### config.mk
export PLATFORM = sky130hd
export DESIGN_NAME = blpi_cell
export DESIGN_NICKNAME = d
export VERILOG_FILES = /design/src/blpi_pkg.sv /design/src/blpi_cell.sv
export SDC_FILE = /design/constraint.sdc
export NUM_CORES = 1
export LEC_CHECK = 0
export CAP_MARGIN = 20
export CORE_MARGIN = 1.5
export CORE_UTILIZATION = 30
export DETAILED_ROUTE_END_ITERATION = 6
export DONT_BUFFER_PORTS = 1
export PLACE_DENSITY = 0.52
export SLEW_MARGIN = 20
export SYNTH_ARGS = -nofsm -noshare
export SYNTH_HDL_FRONTEND = slang
export SYNTH_SLANG_ARGS = --single-unit
### constraint.sdc
create_clock -name clk_i -period 5.5 [get_ports clk_i]
set_clock_uncertainty 0.2 [all_clocks]
set_input_delay 0.55 -clock clk_i [delete_from_list [all_inputs] [get_ports clk_i]]
set_output_delay 0.55 -clock clk_i [all_outputs]
set_load 0.1 [all_outputs]
### src/blpi_pkg.sv
// Shared constants, codes and types for the bounded list with positional insert.
package blpi_pkg;

  localparam int CAPACITY   = 64;
  localparam int DATA_WIDTH = 32;
  localparam int CNT_W      = $clog2(CAPACITY + 1);
  localparam int POS_W      = 16;
  localparam int REQ_W      = 3;
  localparam int STAT_W     = 2;

  typedef enum logic [REQ_W-1:0] {
    REQ_PUSH_FRONT = 3'd0,
    REQ_PUSH_BACK  = 3'd1,
    REQ_INSERT     = 3'd2,
    REQ_POP_FRONT  = 3'd3,
    REQ_POP_BACK   = 3'd4
  } req_e;

  typedef enum logic [STAT_W-1:0] {
    ST_DONE    = 2'd0,
    ST_FULL    = 2'd1,
    ST_EMPTY   = 2'd2,
    ST_NEG_POS = 2'd3
  } status_e;

  typedef enum logic [1:0] {
    CELL_HOLD,
    CELL_INSERT,
    CELL_POP_FRONT
  } cell_op_e;

  // Broadcast to every cell; count is the entry count before the update.
  typedef struct packed {
    cell_op_e              op;
    logic [CNT_W-1:0]      at;
    logic [CNT_W-1:0]      count;
    logic [DATA_WIDTH-1:0] data;
  } cell_ctrl_t;

endpackage

### src/blpi_cell.sv
// One list cell: holds one entry and shifts toward either neighbor.
module blpi_cell import blpi_pkg::*; (
  input  logic                  clk_i,
  input  logic [CNT_W-1:0]      cell_idx_i,
  input  cell_ctrl_t            ctrl_i,
  input  logic [DATA_WIDTH-1:0] left_i,
  input  logic [DATA_WIDTH-1:0] right_i,
  input  logic [CNT_W-1:0]      count_i,
  output logic [DATA_WIDTH-1:0] val_o,
  output logic [DATA_WIDTH-1:0] back_o
);

  logic [DATA_WIDTH-1:0] val_q, val_d;
  logic [CNT_W-1:0]      idx_next;

  assign idx_next = cell_idx_i + CNT_W'(1);

  always_comb begin
    val_d = val_q;
    case (ctrl_i.op)
      CELL_INSERT: begin
        if (cell_idx_i == ctrl_i.at) begin
          val_d = ctrl_i.data;
        end else if (cell_idx_i > ctrl_i.at && cell_idx_i <= ctrl_i.count) begin
          val_d = left_i;
        end
      end
      CELL_POP_FRONT: begin
        if (idx_next < ctrl_i.count) begin
          val_d = right_i;
        end
      end
      default: ;
    endcase
  end

  always_ff @(posedge clk_i) begin
    val_q <= val_d;
  end

  assign val_o  = val_q;
  assign back_o = (idx_next == count_i) ? val_q : '0;

endmodule

Word level (Yosys, flattened, before mapping)
Cells that the tools add are included.

Add/subtract/negate cells: 1. $lt $le $gt $ge: 3. Eq/ne operators: 6. Mux-type cells: 5. Reduce and logical (&&, ||, !) cells: 3.

Operators with widths (number): $mux W32 (4); $pmux W32 S2 (1); $eq A7 B7 Y1 (2); $add A7 B1 Y7 const B (1); $gt A7 B7 Y1 (1); $le A7 B7 Y1 (1); $lt A7 B7 Y1 (1); $ne A3 B3 Y1 const B (1); $reduce_and A3 Y1 (1); $eq A2 B1 Y1 const B (1); $eq A2 B2 Y1 const B (1); $ne A2 B2 Y1 const B (1); $reduce_bool A2 Y1 (1); $logic_and A1 B1 Y1 (1).

Register bits after elaboration: 32. Output and inout bits: 64. Word-level logic and storage cells: 19.

Depth between registers and ports, before layout
Gate-level depths: netlist (run 1).

Word-level depth: 5. Gate-level depth with buffers: 9. Gate-level depth less buffers: 9.

Least setup slack after synthesis (run 1)
Ideal clock, no wire load.

Path kind: input port to flip-flop. From: input ctrl_i[44] (netlist name). To: register val_q[0] (netlist: val_o[0]) (enable). Library setup time: 0.466 ns. Arrival: 3.854 ns. Path slack: 0.980 ns. Stages: 7. Cell sequence: inv_1 > ha_1 > nand3_1 > nor2_2 > buf_2 > a21oi_1 > o21ai_0.

Cells in the longest elaborated chain, start to end: 4. Elaborated cells between the ends (all ways): 5. Classes of those cells: order compare (1); eq/ne (2); reduce/logical (2).

Ends and longest elaborated chain: start: declaration (RTL line blpi_cell.sv:5) `input cell_ctrl_t ctrl_i,`; $gt A7 B7 Y1 (RTL line blpi_cell.sv:24) `end else if (cell_idx_i > ctrl_i.at && cell_idx_i <= ctrl_i.count) begin`; $logic_and A1 B1 Y1 (RTL line blpi_cell.sv:24); $ne A3 B3 Y1 (no source line) *; $reduce_and A3 Y1 (no source line) *; end signal: assignment (RTL line blpi_cell.sv:38) `val_q <= val_d;`; end: declaration (RTL line blpi_cell.sv:13) `logic [DATA_WIDTH-1:0] val_q, val_d;`.

Mark *: on every way between the ends. The rest lies on a longest branch, timed or not. A chain may end at the register's enable or synchronous reset.

Final worst setup path (run 1)
From: input cell_idx_i[0]. To: output back_o[31].

Cells in the longest elaborated chain, start to end: 3.

Ends and longest elaborated chain: start: declaration (RTL line blpi_cell.sv:4) `input logic [CNT_W-1:0] cell_idx_i,`; $add A7 B1 Y7 (RTL line blpi_cell.sv:16) `assign idx_next = cell_idx_i + CNT_W'(1);`; $eq A7 B7 Y1 (RTL line blpi_cell.sv:42) `assign back_o = (idx_next == count_i) ? val_q : '0;`; $mux W32 (RTL line blpi_cell.sv:42); end: declaration (RTL line blpi_cell.sv:10) `output logic [DATA_WIDTH-1:0] back_o`.

No other way between the ends.

==> run_results.csv, run 1 <==
group,metric,value,unit
yosys,synth_edf_count,32,
placed_design,portBuffers,0,
placed_design,hpwl,5.01,mm
pwr,leakagePower,1.03,nW
route,drc_errors,0,
critical_path,crit_buf_inv,0,
grt,grt_pass1_wl,9.99,mm
critical_path,path_max_fanout,32,
floorplan,initial_core_util,31.6,%
critical_path,critical_path.startpoint_type,"primary input",
yosys,postSynth.topFlopCell,"edfxtp_1",
yosys,yosysTopAreaCell,"edfxtp_1",
critical_path,required,4750,ps
timing,finalCritPeriodShare,62.7,%
cts,clockBufferDepth,2,
yosys,synth_cells,260,
cts,cts_setup_buffers,0,
timing,drv_slew,0,
route,ant_nets,0,
timing,worst_slew_pin_slew,965,ps
grt,antenna_found_initial,0,
route,drt_iter0_drc,43,
critical_path,slowest_delay,830,ps
route,routed_via_density,5.07,
route,wl_per_cell,17.5,um
yosys,synth-seq-cells,32,
yosys,synthArstFlopShare,0,%
route,routed_wirelength,6.34,mm
critical_path,critical_path_class,"primary input to output port",
critical_path,end_kind,"output port",
critical_path,arrival,2700,ps
yosys,yosys_warnings,0,
layout,antenna_cells,0,
timing,setup_viol,0,
yosys,synth_most_common_cell,"o21ai_0",
layout,drive_above_1_share,17.1,%
cts,htreeDepth,2,
yosys,synth.area.top_cells,"edfxtp_1 (36%), mux2i_1 (12%), ha_1 (10%)",
cts,cts_hold_buf,0,
yosys,synth_nets,409,
cts,clkTransAtPathRegs,70,ps
timing,relSlewSlack,35.6,%
grt,grt.overflow.total,0,
cts,cts_resized,0,
route,num_vias,1835,
layout,nets,406,
floorplan,die-area,9350,um^2
yosys,netlist_area,2630,um^2
min_path,hold_class,"primary input to flip-flop",
floorplan,core_area,8340,um^2
timing,fmax,290,MHz
status,status,"finished, final reports clean",
grt,grt_util_all_layers,13.3,%
floorplan,rows,33,
grt,grt_max_degree,65,
layout,area_growth,7.55,%
timing,report.final.hold_viol_count,0,
grt,grt_pass1_vias,1889,
pwr,ir_drop,0.162,mV
cts,cts.sinks,32,
critical_path,path_cells,"ha_1, xor2_1, xnor2_1, nand4_1, and4b_4, and2_1",
floorplan,fp.dieH,96.7,um
yosys,ys_seq_area_share,36.5,%
layout,instances_no_fill,362,
timing,hold-worst-slack,267,ps
yosys,synth_commonest_cells,"o21ai_0 (36), nand2_1 (33), edfxtp_1 (32), mux2i_1 (32), and2_4 (30)",
run,cap_violations,0,
pwr,power.density,291,nW/um^2
timing,tns,0,ps
critical_path,crit_family,"simple AND/OR/NAND/NOR gates",
cts,cts_root_buf,"clkbuf_8",
route,first_pass_iters,4,
pwr,total_power,0.825,mW
cts,cts_tree,"built",
floorplan,fp.dieW,96.7,um
placed_design,place_inst,354,
floorplan,ios,191,
yosys,yosysTopAreaCellShare,36.5,%
cts,cts_made_buffers,5,
layout,largest_reg_flops,32,
timing,period_minus_slack,3450,ps
placed_design,routabilityCongestion,0.833,
timing,rsz0062_at_grt,"false",
yosys,synth_area_per_cell,10.1,um^2
critical_path,crit_path_top_delay_cell,"and2_1",
yosys,yosys.cell_types.count,31,
==> logic make-up (layout without fill, tap and decap cells) <==
group	Yosys count	count (layout)	synth area share (%)
AND/OR/NAND/NOR	86	86	20.5
AO/OA/AOI/OAI	49	49	10.0
multiplexers	32	32	12.2
flip-flops	32	32	36.5
buffers and inverters	27	24	4.85
adder cells (fa/ha/maj)	22	22	10.5
XOR/XNOR	12	12	5.56
==> path summary, 6_finish.rpt <==
check                         to  slack (ps)     startpoint  cells after the start
worst max-delay path  back_o[31]        2050  cell_idx_i[0]                      6
worst min-delay path   val_o[26]         270    right_i[26]                      2
==> report_power, final <==
part           internal, mW  switching, mW  total (mW)
Sequential            0.309          0.236       0.545
Combinational        0.0470         0.0700       0.117
Clock                0.0834         0.0798       0.163
==> per-stage QoR <==
stage | area (um^2) | setup slack, ps | util, %
2_1_floorplan | 2630 | 980 | -
3_3_place_gp | 2730 | 2080 | 32.7
3_5_place_dp | 2730 | 2030 | 32.7
4_1_cts | 2810 | 2030 | 33.6
5_1_grt | 2830 | 1920 | 34.0
6_report | 2830 | 2050 | 34.0
==> layout by cell type, fill, tap and decap left out, types with 2 or more instances in the layout <==
cell type / Yosys / layout
o21ai_0: 36 / 35
nand2_1: 33 / 33
mux2i_1: 32 / 32
edfxtp_1: 32 / 32
and2_4: 30 / 30
ha_1: 22 / 22
inv_1: 14 / 14
a21oi_1: 6 / 6
xor2_1: 5 / 5
nand3_1: 5 / 5
clkbuf_8: 0 / 5
nand4_1: 4 / 4
xnor2_1: 4 / 4
xnor3_1: 3 / 3
and3_4: 2 / 2
nor2_1: 2 / 2
and2_1: 2 / 2
nand2b_1: 2 / 2
nand3b_1: 2 / 2
clkinv_1: 0 / 2
buf_4: 0 / 2
==> routing by layer <==
layer	part of all wire (%)	up-vias	global-route usage (%)
met5	0	-	0
met4	1.9	0	4.68
met3	6.3	8	3.03
met2	50	103	22.8
met1	42	814	16.4
li1	-	910	-
==> layout make-up <==
cell class,count,area [um^2]
fillers,854,5510
flip-flops and latches,32,961
inverters,14,52.6
multi-input cells,201,1570
clock buffers,5,68.8
well taps,105,131
repair buffers,3,42.5
clock inverters,2,7.51
Power figures use the tool's default switching activity.
==> run 2, diff against run 1 <==
--- a/config.mk
+++ b/config.mk
@@ -10,7 +10,7 @@
 export CORE_UTILIZATION = 30
 export DETAILED_ROUTE_END_ITERATION = 6
 export DONT_BUFFER_PORTS = 1
-export PLACE_DENSITY = 0.52
+export PLACE_DENSITY = 0.53
 export SLEW_MARGIN = 20
 export SYNTH_ARGS = -nofsm -noshare
 export SYNTH_HDL_FRONTEND = slang
==> constraint.sdc (replaced) <==
create_clock -name clk_i -period 3.05 [get_ports clk_i]
set_clock_uncertainty 0.2 [all_clocks]
set_input_delay 0.305 -clock clk_i [delete_from_list [all_inputs] [get_ports clk_i]]
set_output_delay 0.305 -clock clk_i [all_outputs]
set_load 0.1 [all_outputs]
==> run_results.csv, run 2 (synthesis results as in run 1) <==
group,metric,value,unit
status,status,"finished, final reports clean",
pwr,leakagePower,1.20,nW
cts,cts.sinks,32,
pwr,total_power,1.55,mW
cts,htreeDepth,2,
layout,drive_above_1_share,26.8,%
run,cap_violations,0,
grt,grt_max_degree,65,
floorplan,fp.dieH,96.7,um
route,wl_per_cell,16.7,um
floorplan,rows,33,
timing,relSlewSlack,64.1,%
placed_design,hpwl,5.34,mm
critical_path,path_max_fanout,32,
route,drc_errors,0,
critical_path,path_cells,"ha_1, xor2_1, xnor2_1, nand4_1, and4b_4, and2_1, buf_4",
timing,worst_slew_pin_slew,539,ps
cts,cts_made_buffers,5,
critical_path,crit_buf_inv,1,
cts,cts_resized,0,
timing,setup_viol,0,
layout,nets,440,
floorplan,fp.dieW,96.7,um
cts,clkTransAtPathRegs,60,ps
cts,cts_hold_buf,0,
critical_path,critical_path.startpoint_type,"primary input",
timing,rsz0062_at_grt,"false",
timing,tns,0,ps
pwr,ir_drop,0.269,mV
cts,clockBufferDepth,2,
cts,cts_tree,"built",
grt,grt_util_all_layers,13.9,%
placed_design,routabilityCongestion,0.883,
pwr,power.density,501,nW/um^2
cts,cts_root_buf,"clkbuf_8",
critical_path,arrival,2110,ps
floorplan,ios,191,
critical_path,crit_path_top_delay_cell,"and4b_4",
critical_path,end_kind,"output port",
timing,fmax,382,MHz
grt,grt.overflow.total,0,
route,drt_iter0_drc,55,
layout,largest_reg_flops,32,
layout,final_cell_mix,"o21ai_0 (35), buf_4 (35), nand2_1 (33)",
timing,drv_slew,0,
route,routed_wirelength,6.61,mm
critical_path,critical_path_class,"primary input to output port",
critical_path,slowest_delay,640,ps
floorplan,die-area,9350,um^2
timing,report.final.hold_viol_count,0,
cts,cts_setup_buffers,0,
layout,antenna_cells,0,
layout,instances_no_fill,396,
grt,antenna_found_initial,0,
timing,finalCritPeriodShare,85.8,%
route,num_vias,2011,
grt,grt_pass1_wl,10.3,mm
route,routed_via_density,5.08,
placed_design,place_inst,389,
timing,period_minus_slack,2620,ps
placed_design,portBuffers,0,
floorplan,initial_core_util,31.6,%
grt,grt_pass1_vias,2057,
layout,area_growth,17.4,%
floorplan,core_area,8340,um^2
layout,utilization,37.1,%
critical_path,crit_family,"simple AND/OR/NAND/NOR gates",
min_path,hold_class,"primary input to flip-flop",
critical_path,required,2540,ps
route,ant_nets,0,
timing,hold-worst-slack,20.8,ps
route,first_pass_iters,4,
run 2: worst paths after layout:
kind                  depth (start not counted)   endpoint  slack, ps           from
worst max-delay path                          7  back_o[0]        430  cell_idx_i[0]
worst min-delay path                          2  val_o[20]         20    right_i[20]
run 2: cell type report:
type                            count  area, um^2
Clock inverter                      2        7.51
Clock buffer                        5        68.8
Sequential cell                    32         961
Tap cell                          105         131
Fill cell                         831        5250
Timing Repair Buffer               37         303
Inverter                           14        52.6
Multi-Input combinational cell    201        1570
run 2: where the power goes:
group	total, mW	internal [mW]	leakage (nW)	switching (mW)
sequential	0.571	0.553	0.294	0.0189
combinational	0.690	0.148	0.864	0.542
clock	0.290	0.150	0.0391	0.139
run 2: metal layers:
metal	vias to the layer above	wire length (um)	track usage [%]
met4	0	66	3.57
met2	108	3460	25.9
met3	4	516	3.97
li1	977	-	-
met1	922	2570	15.2
met5	-	0	0
run 2: metrics by stage:
stage,worst slack [ps],cell area [um^2]
2_1_floorplan,237,2640
3_3_place_gp,348,3020
3_5_place_dp,272,3020
4_1_cts,418,3090
5_1_grt,316,3090
6_report,434,3090
==> run 3, diff against run 2 <==
--- a/config.mk
+++ b/config.mk
@@ -5,12 +5,11 @@
 export SDC_FILE = /design/constraint.sdc
 export NUM_CORES = 1
 export LEC_CHECK = 0
-export CAP_MARGIN = 20
-export CORE_MARGIN = 1.5
-export CORE_UTILIZATION = 30
+export CORE_AREA = 2 2 73 75
 export DETAILED_ROUTE_END_ITERATION = 6
+export DIE_AREA = 0 0 75 77
 export DONT_BUFFER_PORTS = 1
-export PLACE_DENSITY = 0.53
+export PLACE_DENSITY = 0.79
 export SLEW_MARGIN = 20
 export SYNTH_ARGS = -nofsm -noshare
 export SYNTH_HDL_FRONTEND = slang
==> run_results.csv, run 3 (synthesis results as in run 1) <==
group,metric,value,unit
timing,report.final.hold_viol_count,0,
layout,fill_cells,423,
floorplan,rows,26,
floorplan,core_area,4980,um^2
pwr,ir_drop,0.268,mV
timing,tns,0,ps
critical_path,critPathCapture,"back_o[31]",
min_path,hold_class,"primary input to flip-flop",
timing,relSlewSlack,66.9,%
cts,cts_root_buf,"clkbuf_8",
route,ant_nets,0,
layout,final_common_cell,"buf_4",
placed_design,place_inst,357,
layout,instances_no_fill,364,
cts,cts_setup_buffers,0,
grt,grt_pass1_wl,9.78,mm
cts,cts.sinks,32,
layout,drive_above_1_share,27.9,%
timing,rsz0062_at_grt,"false",
floorplan,fp.dieH,77,um
route,wl_per_cell,18.2,um
route,routed_via_density,5.60,
cts,cts_resized,0,
layout,largest_reg_flops,32,
route,drt_iter0_drc,106,
status,status,"finished, final reports clean",
pwr,total_power,1.57,mW
cts,htreeDepth,2,
pwr,pwr-share-clk,19.2,%
critical_path,critical_path_class,"primary input to output port",
critical_path,required,2540,ps
pwr,p_int,0.858,mW
layout,nets,443,
timing,worst_slack,427,ps
layout,antenna_cells,0,
floorplan,initial_core_util,52.9,%
grt,antenna_found_initial,0,
pwr,leakagePower,1.21,nW
floorplan,die-area,5780,um^2
critical_path,arrival,2120,ps
route,drc_errors,0,
grt,grt_pass1_vias,2056,
floorplan,ios,191,
placed_design,portBuffers,0,
timing,finalCritPeriodShare,86.0,%
critical_path,path_max_fanout,32,
grt,grt_max_degree,43,
critical_path,end_kind,"output port",
timing,fmax,381,MHz
cts,cts_made_buffers,5,
timing,worst_slew_pin_slew,491,ps
route,routed_wirelength,6.62,mm
critical_path,critical_path.startpoint_type,"primary input",
floorplan,fp.dieW,75,um
route,num_vias,2039,
cts,clockBufferDepth,2,
timing,drv_slew,0,
run,cap_violations,0,
layout,area_growth,16.2,%
pwr,switching_share,45.5,%
pwr,p_sw,0.715,mW
grt,grt.overflow.total,0,
placed_design,dp_slack,320,ps
grt,grt_util_all_layers,22.7,%
route,first_pass_iters,4,
pwr,seqPwrFrac,36.4,%
timing,setup_viol,0,
layout,final_cell_mix,"buf_4 (39), o21ai_0 (35), nand2_1 (33)",
placed_design,hpwl,5.31,mm
timing,period_minus_slack,2620,ps
placed_design,routabilityCongestion,0.869,
cts,cts_tree,"built",
critical_path,worstSetupStartpoint,"cell_idx_i[0]",
cts,clkTransAtPathRegs,60,ps
pwr,combPwrFrac,44.4,%
pwr,power.density,514,nW/um^2
cts,cts_hold_buf,0,
## run 3: cell types whose count changed in the layout (fill, tap and decap cells not counted)
| cell | previous run | this run |
|---|---|---|
| buf_12 | 2 | 1 |
| buf_4 | 35 | 39 |
| clkbuf_1 | 0 | 1 |
| clkinv_1 | 2 | 0 |
| clkinv_2 | 0 | 1 |
## run 3: through the flow
| step | utilization, % | instance area [um^2] | hold slack [ps] |
|---|---|---|---|
| 6_report | 61.5 | 3060 | 14.6 |
| 5_1_grt | 61.5 | 3060 | 23.2 |
| 4_1_cts | 61.5 | 3060 | 12.0 |
| 3_5_place_dp | 59.9 | 2980 | 303 |
| 3_3_place_gp | 59.9 | 2980 | 301 |
| 2_1_floorplan | - | 2640 | 292 |
## run 3: how the worst min path moves through the flow
stage                     depth (start not counted)        start         to
after global routing                              2  right_i[19]  val_o[19]
after CTS                                         2  right_i[31]  val_o[31]
after detailed placement                          2  right_i[29]  val_o[29]
after global placement                            2  right_i[30]  val_o[30]
final                                             2  right_i[29]  val_o[29]
after floorplan                                   2   right_i[0]   val_o[0]
## run 3: layer usage
layer | vias to the layer above | wire (um) | global-route usage [%]
met5 | - | 0 | 0
met4 | 0 | 119 | 8.21
met3 | 13 | 516 | 6.04
met2 | 117 | 3560 | 39.7
met1 | 926 | 2420 | 25.7
li1 | 983 | - | -
## run 3: final cells by class
class	instances	area (um^2)	area share, %
Multi-Input combinational cell	201	1570	51.3
Sequential cell	32	961	31.4
Clock inverter	1	5.00	0.164
Timing Repair Buffer	40	313	10.2
Clock buffer	6	72.6	2.37
Tap cell	70	87.6	2.86
Inverter	14	52.6	1.72
## run 3: worst max-delay path, stage by stage
cell     delay, ps
ha_1           200
xor2_1         240
xnor2_1        150
nand4_1         90
and4b_4        620
and2_1         200
buf_4          290
## run 3: power by group through the flow
stage          logic, mW  registers [mW]  clock network [mW]
2_1_floorplan      0.166           0.976                   0
3_3_place_gp       0.687           0.578                   0
3_5_place_dp       0.698           0.581                   0
4_1_cts            0.699           0.572               0.311
5_1_grt            0.727           0.578               0.336
6_report           0.699           0.572               0.302
